File: config.mk
export PLATFORM = sky130hd
export DESIGN_NAME = block_buffer_cache_lru
export DESIGN_NICKNAME = d
export VERILOG_FILES = /design/src/design/bbc_pkg.sv /design/src/design/bbc_ctrl.sv /design/src/design/bbc_dp.sv /design/src/design/block_buffer_cache_lru.sv
export VERILOG_INCLUDE_DIRS = /design/src /design/src/design
export SDC_FILE = /design/constraint.sdc
export NUM_CORES = 2
export LEC_CHECK = 0
export ABC_AREA = 1
export BUFFER_PORTS_ARGS = -buffer_cell sky130_fd_sc_hd__buf_4
export CORE_AREA = 5 5 409 411
export CTS_CLUSTER_SIZE = 10
export DETAILED_ROUTE_END_ITERATION = 7
export DIE_AREA = 0 0 414 416
export PLACE_DENSITY = 0.74
export REMOVE_ABC_BUFFERS = 1
export SLEW_MARGIN = 20
export SYNTH_ARGS = -nofsm -noshare
export SYNTH_HDL_FRONTEND = slang
export SYNTH_SLANG_ARGS = --single-unit
export TNS_END_PERCENT = 50
File: constraint.sdc
create_clock -name clock -period 12.6 [get_ports clock]
set_input_delay 0.63 -clock clock [delete_from_list [all_inputs] [get_ports clock]]
set_output_delay 0.63 -clock clock [all_outputs]
set_load 0.005 [all_outputs]
File: src/design/block_buffer_cache_lru_defines.svh
// assertion macros shared by the block buffer cache modules
`ifndef BLOCK_BUFFER_CACHE_LRU_DEFINES_SVH
`define BLOCK_BUFFER_CACHE_LRU_DEFINES_SVH

// same-cycle implication, checked on every rising clock outside reset
`define BBC_ASSERT_IMP(label, ante, cons, msg) \
   label: assert property (@(posedge clock) disable iff (reset) (ante) |-> (cons)) \
      else $error(msg);

// next-cycle implication
`define BBC_ASSERT_NXT(label, ante, cons, msg) \
   label: assert property (@(posedge clock) disable iff (reset) (ante) |=> (cons)) \
      else $error(msg);

`endif

File: src/design/bbc_pkg.sv
// shared constants, payload structs and control types for the block buffer cache
package bbc_pkg;

   localparam int NUM_BUFFERS = 32;
   localparam int IDX_W       = $clog2(NUM_BUFFERS);
   localparam int DEV_W       = 8;
   localparam int BLK_W       = 32;
   localparam int CNT_W       = 8;
   localparam int BIDX_W      = 5;

   localparam logic [CNT_W-1:0] CNT_MAX = '1;

   localparam logic [1:0] CMD_GET     = 2'd0;
   localparam logic [1:0] CMD_DIRTY   = 2'd1;
   localparam logic [1:0] CMD_RELEASE = 2'd2;

   localparam logic [1:0] STAT_OK       = 2'd0;
   localparam logic [1:0] STAT_NO_FREE  = 2'd1;
   localparam logic [1:0] STAT_UNREF    = 2'd2;
   localparam logic [1:0] STAT_OVERFLOW = 2'd3;

   typedef struct packed {
      logic [1:0]        command;
      logic [DEV_W-1:0]  device;
      logic [BLK_W-1:0]  block_number;
      logic [BIDX_W-1:0] buffer_index;
   } req_type;

   typedef struct packed {
      logic [BIDX_W-1:0] result_index;
      logic [1:0]        status;
      logic              cache_hit;
      logic              fetch_needed;
      logic              writeback_needed;
      logic [DEV_W-1:0]  out_device;
      logic [BLK_W-1:0]  out_block_number;
   } rsp_type;

   typedef enum logic [2:0] {
      S_IDLE,
      S_SCAN,
      S_SCAN_END,
      S_LOOKUP,
      S_APPLY
   } state_type;

   typedef struct packed {
      logic load_req;
      logic scan_step;
      logic lookup;
      logic apply;
   } ctrl_cmd_type;

   typedef struct packed {
      logic in_is_get;
      logic scan_last;
      logic slot_free;
   } ctrl_sts_type;

endpackage

File: src/design/bbc_ctrl.sv
// sequencing state machine: accept, tag scan or single lookup, update and result
`include "block_buffer_cache_lru_defines.svh"

module bbc_ctrl
   import bbc_pkg::*;
(
   input  logic         clock,
   input  logic         reset,
   input  logic         req_valid,
   output logic         req_stall,
   input  ctrl_sts_type sts,
   output ctrl_cmd_type cmd
);

   state_type state_ff;
   state_type state_in;

   always_ff @(posedge clock) begin
      if (reset) begin
         state_ff <= S_IDLE;
      end else begin
         state_ff <= state_in;
      end
   end

   always_comb begin
      state_in = state_ff;
      case (state_ff)
         S_IDLE: begin
            if (req_valid) begin
               state_in = sts.in_is_get ? S_SCAN : S_LOOKUP;
            end
         end
         S_SCAN: begin
            if (sts.scan_last) begin
               state_in = S_SCAN_END;
            end
         end
         S_SCAN_END: begin
            state_in = S_APPLY;
         end
         S_LOOKUP: begin
            state_in = S_APPLY;
         end
         S_APPLY: begin
            if (sts.slot_free) begin
               state_in = S_IDLE;
            end
         end
         default: begin
            state_in = S_IDLE;
         end
      endcase
   end

   always_comb begin
      cmd       = '0;
      req_stall = 1'b1;
      case (state_ff)
         S_IDLE: begin
            req_stall    = 1'b0;
            cmd.load_req = req_valid;
         end
         S_SCAN: begin
            cmd.scan_step = 1'b1;
         end
         S_SCAN_END: begin
         end
         S_LOOKUP: begin
            cmd.lookup = 1'b1;
         end
         S_APPLY: begin
            cmd.apply = sts.slot_free;
         end
         default: begin
         end
      endcase
   end

   `BBC_ASSERT_IMP(a_scan_end_from_scan, state_ff == S_SCAN_END, $past(state_ff) == S_SCAN, "scan end not preceded by scan")
   `BBC_ASSERT_NXT(a_accept_leaves_idle, cmd.load_req, state_ff != S_IDLE, "accepted item did not start work")

endmodule

File: src/design/bbc_dp.sv
// datapath: tag memory, per-buffer counts and flags, recency order, scan and result register
`include "block_buffer_cache_lru_defines.svh"

module bbc_dp
   import bbc_pkg::*;
(
   input  logic         clock,
   input  logic         reset,
   input  ctrl_cmd_type cmd,
   output ctrl_sts_type sts,
   input  req_type      req_data,
   output logic         rsp_valid,
   input  logic         rsp_stall,
   output rsp_type      rsp_data
);

   // request held for the whole item
   req_type req_ff;

   // tag memory, unwritten entries read as zero
   logic [DEV_W-1:0] tag_dev_ff [NUM_BUFFERS];
   logic [BLK_W-1:0] tag_blk_ff [NUM_BUFFERS];
   logic [NUM_BUFFERS-1:0] tag_wr_ff;

   // per-buffer state
   logic [CNT_W-1:0] cnt_ff [NUM_BUFFERS];
   logic [NUM_BUFFERS-1:0] valid_ff;
   logic [NUM_BUFFERS-1:0] dirty_ff;
   logic [IDX_W-1:0] pos_ff [NUM_BUFFERS];

   // registered read port
   logic             rd_pend_ff;
   logic [IDX_W-1:0] rd_idx_ff;
   logic [DEV_W-1:0] rd_dev_ff;
   logic [BLK_W-1:0] rd_blk_ff;
   logic             rd_written_ff;
   logic [CNT_W-1:0] rd_cnt_ff;
   logic [IDX_W-1:0] rd_pos_ff;
   logic             rd_dirty_ff;
   logic             rd_valid_ff;

   logic [IDX_W-1:0] scan_cnt_ff;
   logic [IDX_W-1:0] scan_cnt_in;

   // best hit (most recent match) and best victim (least recent free)
   logic             found_ff, found_in;
   logic [IDX_W-1:0] found_idx_ff, found_idx_in;
   logic [IDX_W-1:0] found_pos_ff, found_pos_in;
   logic [CNT_W-1:0] found_cnt_ff, found_cnt_in;
   logic             found_valid_ff, found_valid_in;
   logic             vic_ff, vic_in;
   logic [IDX_W-1:0] vic_idx_ff, vic_idx_in;
   logic [IDX_W-1:0] vic_pos_ff, vic_pos_in;

   logic    rsp_valid_ff, rsp_valid_in;
   rsp_type rsp_ff;

   logic             rd_en;
   logic [IDX_W-1:0] rd_addr;
   logic [IDX_W-1:0] req_addr;
   logic [DEV_W-1:0] rd_dev;
   logic [BLK_W-1:0] rd_blk;
   logic             tag_match;
   logic             in_range;

   rsp_type          res;
   logic [IDX_W-1:0] wr_addr;
   logic             tag_we;
   logic             cnt_we;
   logic             valid_we;
   logic             dirty_we;
   logic             touch;
   logic [CNT_W-1:0] ent_cnt_in;
   logic             ent_valid_in;
   logic             ent_dirty_in;

   assign req_addr = IDX_W'(req_ff.buffer_index);
   assign in_range = 32'(req_ff.buffer_index) < 32'(NUM_BUFFERS);
   assign rd_en    = cmd.scan_step | cmd.lookup;
   assign rd_addr  = cmd.scan_step ? scan_cnt_ff : req_addr;
   assign rd_dev   = rd_written_ff ? rd_dev_ff : '0;
   assign rd_blk   = rd_written_ff ? rd_blk_ff : '0;
   assign tag_match = (rd_dev == req_ff.device) && (rd_blk == req_ff.block_number);

   assign sts.in_is_get = req_data.command == CMD_GET;
   assign sts.scan_last = scan_cnt_ff == IDX_W'(NUM_BUFFERS - 1);
   assign sts.slot_free = !rsp_valid_ff || !rsp_stall;

   always_ff @(posedge clock) begin
      if (cmd.load_req) begin
         req_ff <= req_data;
      end
   end

   // read port
   always_ff @(posedge clock) begin
      if (rd_en) begin
         rd_idx_ff     <= rd_addr;
         rd_dev_ff     <= tag_dev_ff[rd_addr];
         rd_blk_ff     <= tag_blk_ff[rd_addr];
         rd_written_ff <= tag_wr_ff[rd_addr];
         rd_cnt_ff     <= cnt_ff[rd_addr];
         rd_pos_ff     <= pos_ff[rd_addr];
         rd_dirty_ff   <= dirty_ff[rd_addr];
         rd_valid_ff   <= valid_ff[rd_addr];
      end
   end

   // tag memory write, victim retag only
   always_ff @(posedge clock) begin
      if (cmd.apply && tag_we) begin
         tag_dev_ff[wr_addr] <= req_ff.device;
         tag_blk_ff[wr_addr] <= req_ff.block_number;
      end
   end

   always_comb begin
      scan_cnt_in = scan_cnt_ff;
      if (cmd.load_req) begin
         scan_cnt_in = '0;
      end else if (cmd.scan_step) begin
         scan_cnt_in = scan_cnt_ff + 1'b1;
      end
   end

   always_comb begin
      found_in       = found_ff;
      found_idx_in   = found_idx_ff;
      found_pos_in   = found_pos_ff;
      found_cnt_in   = found_cnt_ff;
      found_valid_in = found_valid_ff;
      vic_in         = vic_ff;
      vic_idx_in     = vic_idx_ff;
      vic_pos_in     = vic_pos_ff;
      if (cmd.load_req) begin
         found_in = 1'b0;
         vic_in   = 1'b0;
      end else if (rd_pend_ff) begin
         if (tag_match && (!found_ff || rd_pos_ff < found_pos_ff)) begin
            found_in       = 1'b1;
            found_idx_in   = rd_idx_ff;
            found_pos_in   = rd_pos_ff;
            found_cnt_in   = rd_cnt_ff;
            found_valid_in = rd_valid_ff;
         end
         if (rd_cnt_ff == '0 && (!vic_ff || rd_pos_ff > vic_pos_ff)) begin
            vic_in     = 1'b1;
            vic_idx_in = rd_idx_ff;
            vic_pos_in = rd_pos_ff;
         end
      end
   end

   // result and state update of the item
   always_comb begin
      res          = '0;
      res.result_index = req_ff.buffer_index;
      wr_addr      = req_addr;
      tag_we       = 1'b0;
      cnt_we       = 1'b0;
      valid_we     = 1'b0;
      dirty_we     = 1'b0;
      touch        = 1'b0;
      ent_cnt_in   = '0;
      ent_valid_in = 1'b0;
      ent_dirty_in = 1'b0;
      case (req_ff.command)
         CMD_GET: begin
            res.result_index = '0;
            if (found_ff) begin
               wr_addr              = found_idx_ff;
               res.result_index     = BIDX_W'(found_idx_ff);
               res.cache_hit        = 1'b1;
               res.out_device       = req_ff.device;
               res.out_block_number = req_ff.block_number;
               if (found_cnt_ff == CNT_MAX) begin
                  res.status = STAT_OVERFLOW;
               end else begin
                  cnt_we     = 1'b1;
                  ent_cnt_in = found_cnt_ff + 1'b1;
                  if (!found_valid_ff) begin
                     res.fetch_needed = 1'b1;
                     valid_we         = 1'b1;
                     ent_valid_in     = 1'b1;
                     dirty_we         = 1'b1;
                  end
               end
            end else if (vic_ff) begin
               wr_addr              = vic_idx_ff;
               res.result_index     = BIDX_W'(vic_idx_ff);
               res.fetch_needed     = 1'b1;
               res.out_device       = req_ff.device;
               res.out_block_number = req_ff.block_number;
               tag_we               = 1'b1;
               cnt_we               = 1'b1;
               ent_cnt_in           = CNT_W'(1);
               valid_we             = 1'b1;
               ent_valid_in         = 1'b1;
               dirty_we             = 1'b1;
            end else begin
               res.status = STAT_NO_FREE;
            end
         end
         CMD_DIRTY: begin
            if (in_range) begin
               dirty_we             = 1'b1;
               ent_dirty_in         = 1'b1;
               res.out_device       = rd_dev;
               res.out_block_number = rd_blk;
            end
         end
         CMD_RELEASE: begin
            if (!in_range) begin
               res.status = STAT_UNREF;
            end else begin
               res.out_device       = rd_dev;
               res.out_block_number = rd_blk;
               if (rd_cnt_ff == '0) begin
                  res.status = STAT_UNREF;
               end else begin
                  if (rd_dirty_ff) begin
                     res.writeback_needed = 1'b1;
                     dirty_we             = 1'b1;
                  end
                  cnt_we     = 1'b1;
                  ent_cnt_in = rd_cnt_ff - 1'b1;
                  // last reference gone: buffer becomes most recent
                  touch      = rd_cnt_ff == CNT_W'(1);
               end
            end
         end
         default: begin
         end
      endcase
   end

   always_ff @(posedge clock) begin
      if (reset) begin
         tag_wr_ff <= '0;
         valid_ff  <= '0;
         dirty_ff  <= '0;
         cnt_ff    <= '{default: '0};
      end else if (cmd.apply) begin
         if (tag_we) begin
            tag_wr_ff[wr_addr] <= 1'b1;
         end
         if (cnt_we) begin
            cnt_ff[wr_addr] <= ent_cnt_in;
         end
         if (valid_we) begin
            valid_ff[wr_addr] <= ent_valid_in;
         end
         if (dirty_we) begin
            dirty_ff[wr_addr] <= ent_dirty_in;
         end
      end
   end

   // recency order, position zero is most recent
   always_ff @(posedge clock) begin
      if (reset) begin
         for (int i = 0; i < NUM_BUFFERS; i++) begin
            pos_ff[i] <= IDX_W'(NUM_BUFFERS - 1 - i);
         end
      end else if (cmd.apply && touch) begin
         for (int i = 0; i < NUM_BUFFERS; i++) begin
            if (IDX_W'(i) == wr_addr) begin
               pos_ff[i] <= '0;
            end else if (pos_ff[i] < rd_pos_ff) begin
               pos_ff[i] <= pos_ff[i] + 1'b1;
            end
         end
      end
   end

   always_comb begin
      rsp_valid_in = rsp_valid_ff && rsp_stall;
      if (cmd.apply) begin
         rsp_valid_in = 1'b1;
      end
   end

   always_ff @(posedge clock) begin
      if (reset) begin
         rd_pend_ff   <= 1'b0;
         scan_cnt_ff  <= '0;
         found_ff     <= 1'b0;
         vic_ff       <= 1'b0;
         rsp_valid_ff <= 1'b0;
      end else begin
         rd_pend_ff   <= cmd.scan_step;
         scan_cnt_ff  <= scan_cnt_in;
         found_ff     <= found_in;
         vic_ff       <= vic_in;
         rsp_valid_ff <= rsp_valid_in;
      end
   end

   always_ff @(posedge clock) begin
      found_idx_ff   <= found_idx_in;
      found_pos_ff   <= found_pos_in;
      found_cnt_ff   <= found_cnt_in;
      found_valid_ff <= found_valid_in;
      vic_idx_ff     <= vic_idx_in;
      vic_pos_ff     <= vic_pos_in;
      if (cmd.apply) begin
         rsp_ff <= res;
      end
   end

   assign rsp_valid = rsp_valid_ff;
   assign rsp_data  = rsp_ff;

   `BBC_ASSERT_IMP(a_apply_slot_free, cmd.apply, !rsp_valid_ff || !rsp_stall, "held item overwritten")
   `BBC_ASSERT_IMP(a_victim_unreferenced, cmd.apply && req_ff.command == CMD_GET && !found_ff && vic_ff, cnt_ff[vic_idx_ff] == '0, "victim buffer is referenced")
   `BBC_ASSERT_NXT(a_apply_gives_item, cmd.apply, rsp_valid, "update did not produce an item")

endmodule

File: src/design/block_buffer_cache_lru.sv
// top level of the lru block buffer cache tag and policy engine
//
//   port group  dir  handshake           payload
//   req_        in   req_valid/req_stall  req_type: command, device, block, index
//   rsp_        out  rsp_valid/rsp_stall  rsp_type: index, status, flags, tags
//
// a get reads the tags of all 32 buffers in turn, as set by the single read
// port of the tag memory, then drains the scan and applies the update before
// the next item is taken.
// mark dirty, release and the unused command take one lookup, then the update.
// synchronous active-high reset; no clearing pass, tags read as zero until written.
// a new item is accepted while the previous result waits under rsp_stall;
// its update waits until the result register is free.

module block_buffer_cache_lru
   import bbc_pkg::*;
(
   input  logic    clock,
   input  logic    reset,
   input  logic    req_valid,
   output logic    req_stall,
   input  req_type req_data,
   output logic    rsp_valid,
   input  logic    rsp_stall,
   output rsp_type rsp_data
);

   ctrl_cmd_type cmd;
   ctrl_sts_type sts;

   bbc_ctrl u_ctrl (
      .clock     (clock),
      .reset     (reset),
      .req_valid (req_valid),
      .req_stall (req_stall),
      .sts       (sts),
      .cmd       (cmd)
   );

   bbc_dp u_dp (
      .clock     (clock),
      .reset     (reset),
      .cmd       (cmd),
      .sts       (sts),
      .req_data  (req_data),
      .rsp_valid (rsp_valid),
      .rsp_stall (rsp_stall),
      .rsp_data  (rsp_data)
   );

endmodule
Yosys cells after proc, flatten, opt, wreduce, memory -nomap -nowiden
Memory sizes are Yosys's and may differ from the RTL's. A register that Yosys moved wholly into a read port is not among the register bits. Index checks and enable logic that the tools add are counted.

Register bits after elaboration: 506. Memory bits (writable): 1440. Bits of input ports: 51. Memories: 3.

Add/sub/neg operators: 35. Order comparisons: 40. Eq/ne operators: 45. Mux-type cells: 422. Bitwise logic cells: 69. Reductions and logical operators: 32.

Memory list: u_dp.tag_blk_ff (words 32, width 32, read ports 1, clocked after Yosys merged registers in 1, write ports 1, line bbc_dp.sv:22) `logic [BLK_W-1:0] tag_blk_ff [NUM_BUFFERS];`; u_dp.tag_dev_ff (words 32, width 8, read ports 1, clocked after Yosys merged registers in 1, write ports 1, line bbc_dp.sv:21) `logic [DEV_W-1:0] tag_dev_ff [NUM_BUFFERS];`; u_dp.pos_ff (words 32, width 5, read ports 33, clocked after Yosys merged registers in 1, write ports 32, line bbc_dp.sv:29) `logic [IDX_W-1:0] pos_ff [NUM_BUFFERS];`.

Operators with widths (number): $mux 5 (70); $mux 1 (320); $bwmux 256 (1); $add 5x1->5 const B (33); $lt 5x5->1 (33); $eq 5x5->1 const A (16); $mux 40 (2); $pmux 40 s2 (1); $or 1x1->1 (65); $bwmux 32 (2); $mux 8 (7); $bmux 8 s5 (1); $demux 8 s5 (1); $eq 4x5->1 const A (8); $eq 32x32->1 (1); $mux 32 (1); $or 32x32->32 (1); $eq 3x5->1 const A (4); $pmux 8 s2 (1); $bmux 1 s5 (3); $ge 6x6->1 const B (2); $lt 5x6->1 const B (2); $not 5->6 (2); $pmux 3 s4 (1); 36 further kinds (65).

Logic depth before layout (Yosys ltp)
Depth after elaboration: 10. Mapped depth: 16.

Cells and area by module
A second synthesis with hierarchy kept.

Cell total of the unflattened synthesis: 9144. Area total of the unflattened synthesis: 90521.8 µm².

Modules (own cells, without submodules): bbc_dp (times used 1, cells each 9116, area each 90344.1 µm²); bbc_ctrl (times used 1, cells each 28, area each 177.7 µm²).

Worst setup path after synthesis
OpenSTA, ideal clock, no wires.

Path type: reg2reg. Start: reg u_ctrl.state_ff[0]. End: reg u_dp.rd_pos_ff[1] (read register of u_dp.pos_ff) (data pin). Library setup time: 0.253 ns. Arrival time: 4.548 ns. Setup slack: 7.800 ns. Cell stages (with the launch flop): 14. Period minus slack after synthesis: 4.800 ns. Cell sequence: dfxtp_1 > inv_1 > nor2_1 > nand3b_1 > nand2_1 > clkbuf_1 > clkbuf_1 > nand2_1 > nand3_1 > nand3_1 > nand3_1 > nand2_1 > nand2_1 > nand2_1.

Cells in the longest elaborated chain, start to end: 3. Elaborated cells between the ends (all ways): 6.

RTL lines: start: declaration (line bbc_ctrl.sv:15) `state_type state_ff;`; start signal: assignment (line bbc_ctrl.sv:22) `state_ff <= state_in;`; $eq 3x1->1 / $eq 3x2->1 (equally long branches) (line bbc_ctrl.sv:59) `case (state_ff)`; $mux 1 (line bbc_ctrl.sv:59); $or 1x1->1 (*) (line bbc_dp.sv:79) `assign rd_en = cmd.scan_step | cmd.lookup;`; named net u_dp.rd_en (line bbc_dp.sv:58) `logic rd_en;`; end: declaration (line bbc_dp.sv:38) `logic [IDX_W-1:0] rd_pos_ff;`.

Mark *: on every way through the listed nets, which the timed path passes. The rest lies on a longest branch. A chain may end at the register's enable or synchronous reset.

Worst setup path after layout
Start: reg u_ctrl.state_ff[0]. End: reg u_dp.rd_cnt_ff[1] (data pin).

Cells in the longest elaborated chain, start to end: 7.

RTL lines: $eq 3x1->1 (line bbc_ctrl.sv:59); $mux 1 (line bbc_ctrl.sv:59); $mux 5 (line bbc_dp.sv:80) `assign rd_addr = cmd.scan_step ? scan_cnt_ff : req_addr;`; $not 5->6 (implied by the code) (line bbc_dp.sv:102) `rd_cnt_ff <= cnt_ff[rd_addr];`; $bmux 8 s5 (line bbc_dp.sv:102); $mux 8 (implied by the code) (2 in series) (line bbc_dp.sv:102); end signal: assignment (line bbc_dp.sv:102); end: declaration (line bbc_dp.sv:37) `logic [CNT_W-1:0] rd_cnt_ff;`.

No other way between the ends. The select of a mux whose other input is x is not followed.

==> results by group <==
Synthesis
  – Async set-reset flop share out of synthesis: 0
  – Ys Warns: 0
  – Sequential area share after synthesis: 0.588
  – #FFs+latches synth: 1,991
  – Post-Syn Area: approximately 95,000 µm²
  – Most used DFF post-synth: edfxtp_1
  – Synth area leaders: edfxtp_1 (51%), nand3_1 (11%), nand2_1 (10%)
  – EDFF count, synth: 1,627
  – Synthesized instance count: 10,783
  – Leading area contributor after synthesis: edfxtp_1
  – Synth unique cells: between 40 and 50
  – Post-synth top area share: 0.512
  – Syn_area_per_cell: roughly 8.9 µm²

Route
  – Iter 0 DRT Violations: slightly above 10,000
  – Routed vias/inst: 5.84
  – DRC viols: 0
  – Routed vias: ~76,000
  – Drt pass-1 iters: 6
  – DR WL/cell: 22.1 µm
  – Drt total wl: 287,000 µm
  – Post-DRT Antenna Nets: 0

Layout
  – Commonest cells after routing, fill and taps aside: nand2_1 (2,591), nand3_1 (2,080), inv_1 (1,820)
  – Total Nets Final: approximately 11,000
  – Ant. Diodes: 0
  – Commonest non-fill, non-tap cell in the layout: nand2_1
  – Finished Layout Cells: 13,019
  – Final core occ: 0.641
  – Area Overhead vs Synth: 9.86%
  – Share of layout cells above drive strength 1: 0.0608

Critical path
  – Critical path class: register to register
  – Worst setup EP type: register
  – CP required: around 13 ns
  – Crit path DAT: 5.93 ns
  – CP Max Fanout: 74
  – CP startpoint kind: register

Timing
  – Min cycle time layout: approximately 5.3 ns
  – Fin crit share: 0.423
  – Slew at the pin with the worst max-slew slack: about 1.2 ns
  – Fin worst setup slack: 7.27 ns
  – Max Slew Vio Count: 0
  – Worst slew margin: 0.178
  – Hold Vio Cnt, Final: 0
  – RSZ-0062 raised after global routing: false
  – Skew final: 0.0682 ns
  – Final setup viols: 0
  – Total Neg Setup Slack: 0 ns
  – Max Fclk: 0.188 GHz

Job
  – Max-cap violations: 0

Global route
  – Total track usage: 0.324
  – First-pass GRT wire length: about 430,000 µm
  – Initial antenna violation count: 1
  – Largest net degree at the start of global routing: about 210
  – Total congestion overflow: 0
  – Vias in the first global route: ~73,000

Die
  – IO Pins: 103
  – Die Span Y: 416 µm
  – # rows: 149
  – Die area: 172,000 µm²
  – Initial Util: 0.583
  – Die Wd: 414 µm
  – Core ar.: 164,000 µm²

Outcome
  – Status: completed

Clock tree
  – Clock Sinks: 1,991
  – Clock slew at reported path FFs: 0.06 ns
  – CTS tree: yes
  – Post_cts resized: 0
  – Clk buf depth: 3
  – Cts-stage hold buffer count: 47
  – Clock root buffer: clkbuf_16
  – Worst skew pair latency: 0.88 ns
  – H-tree levels: 4
  – CTS buffer count: approximately 220
  – Setup bufs post-CTS: 0

Placement
  – HPWL after detailed placement: between 150,000 and 200,000 µm
  – Port-buffer cells: around 100
  – Placed cells: 12,657
  – Placement Setup Slack: 7.49 ns
  – Placer congestion estimate: 0.980

Power and ir drop
  – Clock group share of total power: 0.340
  – Logic pwr share: 0.217
  – NetSw: approximately 0.0053 W
  – Pleak: around 44 nW
  – Power per cell area: 161 nW/µm²
  – Max VDD drop: around 0.16 mV
  – Flop pwr share: 0.442
  – Sw Share: 0.314
  – P_int: 0.0116 W

Min path
  – Hold Crit Class: input port to register
[metrics by stage]
stage / cell area, µm² / total power (W) / hold slack (ns)
3_5_place_dp: 98000 / 0.0111 / 0.413
4_1_cts: 105000 / 0.0168 / 0.0348
3_3_place_gp: 98000 / 0.0111 / 0.415
6_report: 105000 / 0.0169 / 0.0731
2_1_floorplan: 93100 / 0.0110 / 0.400
5_1_grt: 105000 / 0.0175 / 0.0642
[layer usage]
layer | part of all wire | routed length [µm] | global-route usage | up-vias
li1 | - | - | - | 34547
met1 | 0.36 | 103000 | 0.409 | 35657
met2 | 0.45 | 129000 | 0.517 | 4797
met3 | 0.12 | 33300 | 0.0621 | 1014
met4 | 0.073 | 20800 | 0.207 | 0
met5 | 0 | 0 | 0 | -
[cell usage after synthesis (3+ instances only)]
library cell	number
a21boi_0	3
a21oi_1	200
a21oi_2	3
buf_1	100
buf_2	157
buf_4	5
clkbuf_1	316
clkinv_1	3
dfxtp_1	364
edfxtp_1	1627
ha_1	178
inv_1	1859
inv_2	11
nand2_1	2595
nand2_2	6
nand3_1	2080
nand3_2	6
nand3b_1	110
nand4_1	20
nor2_1	776
nor2_2	36
nor2_4	4
nor3_1	15
nor3_2	6
o211a_1	9
o211ai_1	11
o21a_1	4
o21ai_0	134
o21ai_1	6
o22ai_1	4
or2_2	10
xnor2_1	34
xor2_1	78
[power by group through the flow]
stage          logic [W]  clock network, W  registers, W
2_1_floorplan    0.00335                 0       0.00764
5_1_grt          0.00396           0.00608       0.00748
4_1_cts          0.00355           0.00579       0.00749
3_5_place_dp     0.00352                 0       0.00762
6_report         0.00367           0.00576       0.00748
3_3_place_gp     0.00344                 0       0.00761
[cell families after synthesis]
| group | count (synthesis) | share of synthesized area |
|---|---|---|
| adders and majority gates | 178 | 0.0233 |
| AOI/OAI and AO/OA | 385 | 0.0216 |
| and+or+nand+nor | 5666 | 0.258 |
| xor gates and xnor gates | 112 | 0.0103 |
| DFF | 1991 | 0.588 |
| buffers and inverters | 2451 | 0.0986 |
[sequential cells by signal, summed over array words and instances, names as in the netlist, 8 cells and up]
name               cells
u_dp.rsp_data         50
u_dp.dirty_ff         32
u_dp.rd_blk_ff        32
u_dp.req_ff           42
u_dp.tag_wr_ff        32
u_dp.cnt_ff          256
u_dp.valid_ff         32
u_dp.tag_blk_ff     1024
u_dp.found_cnt_ff      8
u_dp.tag_dev_ff      256
u_dp.rd_cnt_ff         8
u_dp.rd_dev_ff         8
u_dp.pos_ff          160
[worst paths after layout]
check        depth (start not counted)  slack [ns]          startpoint                  end
max                                 14        7.27  u_ctrl.state_ff[0]    u_dp.rd_cnt_ff[1]
min                                  3        0.07           rsp_stall       u_dp.rsp_valid
max reg2reg                         14        7.27  u_ctrl.state_ff[0]    u_dp.rd_cnt_ff[1]
min reg2reg                          0        0.43    u_dp.rd_valid_ff  u_dp.found_valid_ff
[layout make-up]
| type | count | area [µm²] |
|---|---|---|
| sequential | 1991 | 56100 |
| multi-input combinational | 6341 | 30000 |
| inverter | 1873 | 7100 |
| clock inverter | 19 | 295 |
| clock buffer | 289 | 5900 |
| timing repair buffer | 317 | 2680 |
| fill | 13066 | 58800 |
| tap | 2189 | 2740 |
[critical path, cell delays in order (launching register included)]
cell and delay, ns:
dfxtp_1 0.42, inv_1 0.11, nor2_4 0.09, buf_4 0.51, nand3b_1 0.28, nand2_4 0.69, buf_4 0.85, buf_4 0.83
nand2_1 0.12, nand3_1 0.13, nand3_1 0.18, nand3_1 0.13, nand2_1 0.13, nand2_1 0.33, nand2_1 0.10
(Power assumes the default switching activity.)
